`src/design/fpct_pkg.sv`:
```
// Package for the frustum plane cull test: shared types and constants.
// Used by fpct_cell and frustum_plane_cull_test; depends on nothing.
package fpct_pkg;

  // Query kinds carried on in_tuser.
  localparam logic [1:0] OP_POINT_IN  = 2'd0;
  localparam logic [1:0] OP_SPHERE_X  = 2'd1;
  localparam logic [1:0] OP_BOX_X     = 2'd2;
  localparam logic [1:0] OP_BOX_IN    = 2'd3;

  // Configuration register indexes.
  localparam logic [2:0] CFG_PLANE_NEAR = 3'd0;
  localparam logic [2:0] CFG_PLANE_FAR  = 3'd5;
  localparam logic [2:0] CFG_FAR_EN     = 3'd6;

  localparam int PLANE_W     = 64;
  localparam int NORMAL_W    = 16;
  localparam int NORMAL_FRAC = 14;
  localparam int FAR_IDX     = 5;

  // Control that travels along the cell chain with every query.
  typedef struct packed {
    logic       valid;
    logic       ok;
    logic [1:0] op;
  } cell_ctl_t;

endpackage

```
`src/design/fpct_cell.sv`:
```
// One plane cell of the cull chain: holds one plane register and tests it.
// Two register stages per cell (products, then sum and compare); uses fpct_pkg.
module fpct_cell
  import fpct_pkg::*;
#(
  parameter int COORD_WIDTH = 16
) (
  input  logic                          clk,
  input  logic                          rst_n,
  input  logic                          en,
  input  logic                          cfg_we,
  input  logic [PLANE_W-1:0]            cfg_data,
  input  logic                          active,
  input  cell_ctl_t                     ctl_i,
  input  logic signed [COORD_WIDTH-1:0] cx_i,
  input  logic signed [COORD_WIDTH-1:0] cy_i,
  input  logic signed [COORD_WIDTH-1:0] cz_i,
  input  logic [COORD_WIDTH-2:0]        ex_i,
  input  logic [COORD_WIDTH-2:0]        ey_i,
  input  logic [COORD_WIDTH-2:0]        ez_i,
  output cell_ctl_t                     ctl_o,
  output logic signed [COORD_WIDTH-1:0] cx_o,
  output logic signed [COORD_WIDTH-1:0] cy_o,
  output logic signed [COORD_WIDTH-1:0] cz_o,
  output logic [COORD_WIDTH-2:0]        ex_o,
  output logic [COORD_WIDTH-2:0]        ey_o,
  output logic [COORD_WIDTH-2:0]        ez_o
);

  localparam int PW    = NORMAL_W + COORD_WIDTH;
  localparam int AW    = NORMAL_W + 1 + COORD_WIDTH;
  localparam int ACC_W = ((PW > 31) ? PW : 31) + 4;

  logic [PLANE_W-1:0] plane_r;

  logic signed [NORMAL_W-1:0] nx, ny, nz, plane_dist;
  logic signed [NORMAL_W:0]   anx, any_n, anz;
  logic signed [PW-1:0]       pcx, pcy, pcz;
  logic signed [AW-1:0]       pex, pey, pez;

  // Stage A registers.
  cell_ctl_t                     ctl_a_r;
  logic signed [PW-1:0]          pcx_r, pcy_r, pcz_r;
  logic signed [AW-1:0]          pex_r, pey_r, pez_r;
  logic signed [NORMAL_W-1:0]    dist_r;
  logic signed [COORD_WIDTH-1:0] cx_a_r, cy_a_r, cz_a_r;
  logic [COORD_WIDTH-2:0]        ex_a_r, ey_a_r, ez_a_r;

  // Stage B.
  cell_ctl_t                     ctl_b_r;
  logic signed [COORD_WIDTH-1:0] cx_b_r, cy_b_r, cz_b_r;
  logic [COORD_WIDTH-2:0]        ex_b_r, ey_b_r, ez_b_r;
  logic signed [ACC_W-1:0]       dot, box_slack, slack, total;
  logic                          plane_ok;

  assign nx         = plane_r[15:0];
  assign ny         = plane_r[31:16];
  assign nz         = plane_r[47:32];
  assign plane_dist = plane_r[63:48];

  // The absolute normal needs one extra bit for the most negative code.
  assign anx   = nx[NORMAL_W-1] ? ((NORMAL_W+1)'(0) - (NORMAL_W+1)'(nx)) : (NORMAL_W+1)'(nx);
  assign any_n = ny[NORMAL_W-1] ? ((NORMAL_W+1)'(0) - (NORMAL_W+1)'(ny)) : (NORMAL_W+1)'(ny);
  assign anz   = nz[NORMAL_W-1] ? ((NORMAL_W+1)'(0) - (NORMAL_W+1)'(nz)) : (NORMAL_W+1)'(nz);

  assign pcx = nx * cx_i;
  assign pcy = ny * cy_i;
  assign pcz = nz * cz_i;
  assign pex = anx * $signed({1'b0, ex_i});
  assign pey = any_n * $signed({1'b0, ey_i});
  assign pez = anz * $signed({1'b0, ez_i});

  always_ff @(posedge clk) begin
    if (!rst_n) begin
      plane_r <= '0;
    end else if (cfg_we) begin
      plane_r <= cfg_data;
    end
  end

  always_ff @(posedge clk) begin
    if (!rst_n) begin
      ctl_a_r <= '0;
      ctl_b_r <= '0;
    end else if (en) begin
      ctl_a_r <= ctl_i;
      ctl_b_r <= '{valid: ctl_a_r.valid, ok: ctl_a_r.ok & plane_ok, op: ctl_a_r.op};
    end
  end

  always_ff @(posedge clk) begin
    if (en) begin
      pcx_r  <= pcx;
      pcy_r  <= pcy;
      pcz_r  <= pcz;
      pex_r  <= pex;
      pey_r  <= pey;
      pez_r  <= pez;
      dist_r <= plane_dist;
      cx_a_r <= cx_i;
      cy_a_r <= cy_i;
      cz_a_r <= cz_i;
      ex_a_r <= ex_i;
      ey_a_r <= ey_i;
      ez_a_r <= ez_i;
      cx_b_r <= cx_a_r;
      cy_b_r <= cy_a_r;
      cz_b_r <= cz_a_r;
      ex_b_r <= ex_a_r;
      ey_b_r <= ey_a_r;
      ez_b_r <= ez_a_r;
    end
  end

  always_comb begin
    dot = ACC_W'(pcx_r) + ACC_W'(pcy_r) + ACC_W'(pcz_r)
        - (ACC_W'(dist_r) <<< NORMAL_FRAC);
    box_slack = ACC_W'(pex_r) + ACC_W'(pey_r) + ACC_W'(pez_r);
    case (ctl_a_r.op)
      OP_POINT_IN: slack = '0;
      OP_SPHERE_X: slack = ACC_W'($signed({1'b0, ex_a_r})) <<< NORMAL_FRAC;
      OP_BOX_X:    slack = box_slack;
      OP_BOX_IN:   slack = -box_slack;
      default:     slack = '0;
    endcase
    total    = dot + slack;
    // An inactive plane lets every query through.
    plane_ok = !active || !total[ACC_W-1];
  end

  assign ctl_o = ctl_b_r;
  assign cx_o  = cx_b_r;
  assign cy_o  = cy_b_r;
  assign cz_o  = cz_b_r;
  assign ex_o  = ex_b_r;
  assign ey_o  = ey_b_r;
  assign ez_o  = ez_b_r;

endmodule

```
`config.mk`:
```
export PLATFORM = sky130hd
export DESIGN_NAME = fpct_cell
export DESIGN_NICKNAME = d
export VERILOG_FILES = /design/src/design/fpct_pkg.sv /design/src/design/fpct_cell.sv
export SDC_FILE = /design/constraint.sdc
export NUM_CORES = 2
export LEC_CHECK = 0
export BUFFER_PORTS_ARGS = -buffer_cell sky130_fd_sc_hd__buf_2
export CAP_MARGIN = 20
export CORE_UTILIZATION = 45
export DETAILED_ROUTE_END_ITERATION = 10
export HOLD_SLACK_MARGIN = 0.12
export PLACE_DENSITY = 0.69
export SLEW_MARGIN = 20
export SYNTH_ARGS = -nofsm -noshare
export SYNTH_HDL_FRONTEND = slang
export SYNTH_SLANG_ARGS = --single-unit
```
`constraint.sdc`:
```
create_clock -name clk -period 22.9 [get_ports clk]
set_input_delay 4.58 -clock clk [delete_from_list [all_inputs] [get_ports clk]]
set_output_delay 4.58 -clock clk [all_outputs]
set_load 0.05 [all_outputs]
```
==> summary.txt <==
Status
  • Violated checks: design-rule violations
  • Outcome: complete, but fails checks

GRT
  • Vias in the first global route: 59900
  • Global-route wire length before repair: approximately 320000 um
  • Total grt overflow: 0
  • Tot GR Track Use: 22.8%
  • Pin count of the biggest net entering global routing: 118
  • Antenna violations before repair: 8

Drt
  • Routed via count divided by cell count: 5.12
  • Number of DRC markers after the initial detailed-route iteration: 3051
  • Met1 wire length: 79000 um
  • DR WL met3: 10300 um
  • Length of the first detailed-routing pass in iterations: 10
  • Final routed wirelength across all metal layers: 196000 um
  • Number of DRC violations after detailed routing: 36
  • Detailed route wirelength on metal2: 97500 um
  • Top Layer Used: met5
  • Via total after detailed routing: ~54000
  • Final routed wire length divided by cell count: 18.6 um
  • Residual antenna-violating net count after detailed routing: 0

Clock tree
  • Clock slew seen by the registers of the worst setup and hold paths: 70 ps
  • Maximum clock path buffer count: 3
  • H-tree levels: 2
  • Clock tree from TritonCTS: done
  • Number of buffers inserted to repair setup after CTS: 0
  • Clock latency on the worst-skew pair: 730 ps
  • Number of hold buffers added after CTS: 0
  • Number of resized instances in the post-cts repair step: 0
  • Number of buffers inserted during clock tree synthesis: 56
  • Buffer type at the clock tree root: sky130_fd_sc_hd__clkbuf_16
  • Count of clock tree sinks: 469

Critical path
  • Critical path data arrival time: 11390 ps
  • Start point of the critical path: cy_i[2]
  • Type of origin of the critical path: input port
  • Number of cells traversed by the worst register-to-register path: 31
  • Critical path capture point type: register
  • Origin of the critical flop-to-flop path: plane_r[1]
  • Largest incremental delay on the critical path: 840 ps
  • RR Endpoint: pex_r[32]
  • Max Fanout on Critical Path: 17
  • Worst Path Required: 23360 ps
  • Ordered list of cells on the worst path: buf_2 > nand2_1 > fa_1 > inv_1 > fa_1 > inv_1 > fa_1 > fa_1 > inv_1 > fa_1 > inv_1 > fa_1 > inv_1 > ha_1 > and3_1 > a2111oi_0 > o41ai_1 > a221oi_1 > a2111oi_0 > o21a_1 > o21ai_0 > o21ai_0 > a21oi_1 > xnor2_1
  • Register-to-register path setup slack: 13780 ps
  • Most numerous cell on the critical path: sky130_fd_sc_hd__fa_1
  • Max stage delay cell, worst path: sky130_fd_sc_hd__o41ai_1
  • Category of the most critical setup path: input port to register
  • Capturing element of the worst setup path: pcy_r[30]

Cells and area
  • Most frequent cells in the layout: sky130_fd_sc_hd__inv_1, sky130_fd_sc_hd__fa_1, sky130_fd_sc_hd__nand2_1
  • Most common library cell in the layout ignoring fill and taps: sky130_fd_sc_hd__inv_1
  • Growth of design area from synthesis to finish: 7.72%
  • Ratio of cells with drive above 1 in the final layout: 5.70%
  • Number of fill cells: roughly 16000
  • Number of nets in the layout: 10600

Floorplanning
  • Area of the core: around 180000 um^2
  • Number of primary I/O pins: 263
  • Initial standard-cell utilization of the core: 45.4%
  • Row count: 154
  • Die span in x: 424 um
  • Die H: 424 um
  • Total die area: 180000 um^2

Yosys
  • Yosys cell types: 89
  • Fraction of registers with async set/reset: 0%
  • Number of instances in the synthesized netlist: 7955
  • Sequential area share after synthesis: 16.7%
  • Total of flip-flops plus latches after synthesis: 469
  • Area of the mapped netlist: 80100 um^2
  • EDFF count, synth: 397
  • Synth Flop Type: sky130_fd_sc_hd__edfxtp_1
  • Mean Syn Cell Area: ~10 um^2
  • Count of warnings emitted by yosys: 0

Timing
  • Post-Route Setup TNS: 0 ps
  • Tmin final: ~11000 ps
  • Tightest Pin Transition: 1130 ps
  • Maximum operating frequency: ~90 MHz
  • Worst clock skew: 22.2 ps
  • Count of final max-slew check failures: 0
  • Setup repair after global routing missed its margin: no
  • Number of endpoints failing setup at the final stage: 0
  • Slew headroom: 24.5%
  • Final worst path period share: 47.7%
  • Endpoints failing hold: 0

Place
  • HPWL Detailed: 159000 um
  • I/O Buffers: 262
  • Gp weighted congestion: 0.907

Worst hold path
  • Hold crit path type: register to register

Run
  • Max Cap Viol: 0
## routing by layer
layer	vias up	global-route usage, %
met5	-	0
met4	10	9.47
met3	390	2.94
met2	1480	38.9
met1	28100	29.0
li1	24200	-
## worst min path at each step
| stage | start | end | slack (ps) | cells past startpoint |
|---|---|---|---|---|
| floorplan | cx_a_r[0] | cx_o[0] | 400 | 0 |
| global placement | cy_a_r[9] | cy_o[9] | 400 | 0 |
| detailed placement | ey_a_r[0] | ey_o[0] | 410 | 0 |
| CTS | ez_a_r[12] | ez_o[12] | 400 | 0 |
| global route | ey_a_r[8] | ey_o[8] | 410 | 0 |
| finish | ez_a_r[12] | ez_o[12] | 410 | 0 |
## registers in the layout, summed over array words and instances (netlist names), 32 cells and up
signal   cells
pcz_r       32
pez_r       33
pey_r       33
pcx_r       32
pcy_r       32
pex_r       33
plane_r     64
## cells in the mapped netlist (all sizes together) (4+ instances only)
| cell | instances | area, um^2 |
|---|---|---|
| xnor2 | 223 | 1960 |
| nand3 | 37 | 185 |
| o31ai | 22 | 165 |
| edfxtp | 397 | 11900 |
| a41oi | 9 | 86.3 |
| a32o | 5 | 50.1 |
| a31o | 9 | 78.8 |
| buf | 14 | 56.3 |
| o21ai | 106 | 534 |
| a22o | 5 | 43.8 |
| o21a | 24 | 180 |
| a211o | 6 | 52.6 |
| o21bai | 30 | 225 |
| a211oi | 11 | 87.6 |
| mux2i | 74 | 741 |
| a2111oi | 9 | 97.6 |
| clkbuf | 268 | 1010 |
| nor2b | 101 | 639 |
| a21o | 99 | 743 |
| nand2b | 70 | 438 |
| nand3b | 5 | 37.5 |
| nor3 | 34 | 170 |
| inv | 1908 | 7160 |
| or2 | 9 | 56.3 |
| a21oi | 189 | 953 |
| o211ai | 8 | 60.1 |
| o311ai | 4 | 42.6 |
| or4 | 5 | 45.0 |
| a41o | 4 | 40.0 |
| and2 | 657 | 4110 |
| a31oi | 17 | 113 |
| nand4 | 21 | 131 |
| ha | 583 | 7290 |
| a21boi | 6 | 48.8 |
| or3 | 23 | 144 |
| nand2 | 926 | 3480 |
| nor2 | 122 | 458 |
| fa | 1681 | 33700 |
| and3 | 24 | 150 |
| dfxtp | 72 | 1440 |
| nor4 | 9 | 56.3 |
| o41ai | 8 | 77.6 |
| xor2 | 77 | 674 |
## logic make-up after synthesis
family | count (synthesis) | share of synthesized area, %
buffers and inverters | 2190 | 10.3
XOR/XNOR | 300 | 3.29
AO/OA/AOI/OAI | 602 | 4.97
AND/OR/NAND/NOR | 2054 | 12.8
flip-flops | 469 | 16.7
multiplexers | 74 | 0.925
adder cells (fa/ha/maj) | 2264 | 51.1
other | 2 | 0.00937
## layout make-up
cell class | count | area (um^2) | share of cell area [%]
diodes | 2 | 5.00 | 0.00580
clock buffers | 72 | 1500 | 1.74
clock inverters | 32 | 395 | 0.458
inverters | 1908 | 7160 | 8.30
multi-input cells | 5429 | 59100 | 68.5
flip-flops and latches | 469 | 13400 | 15.5
well taps | 2340 | 2930 | 3.39
repair buffers | 331 | 1840 | 2.14
## stage by stage
stage / hold slack, ps / area (um^2) / setup slack (ps) / cells / utilization (%)
floorplan: 400 / 80600 / 12080 / 8088 / -
global placement: 400 / 84400 / 11300 / 10500 / 47.8
detailed placement: 405 / 84400 / 11310 / 10500 / 47.8
CTS: 400 / 86300 / 12060 / 10600 / 48.9
global route: 410 / 86300 / 11570 / 10600 / 48.9
finish: 414 / 86300 / 11970 / 10600 / 48.9
## worst max-delay path, delay by kind of cell
| family | cells | cell delay [ps] |
|---|---|---|
| adder cells (fa/ha/maj) | 7 | 3390 |
| AND/OR/NAND/NOR | 2 | 320 |
| AO/OA/AOI/OAI | 8 | 2360 |
| buffers and inverters | 6 | 620 |
| XOR/XNOR | 1 | 120 |
Power is not shown: default switching activity piles up to over one toggle a cycle in this logic, so the estimate is an artifact.
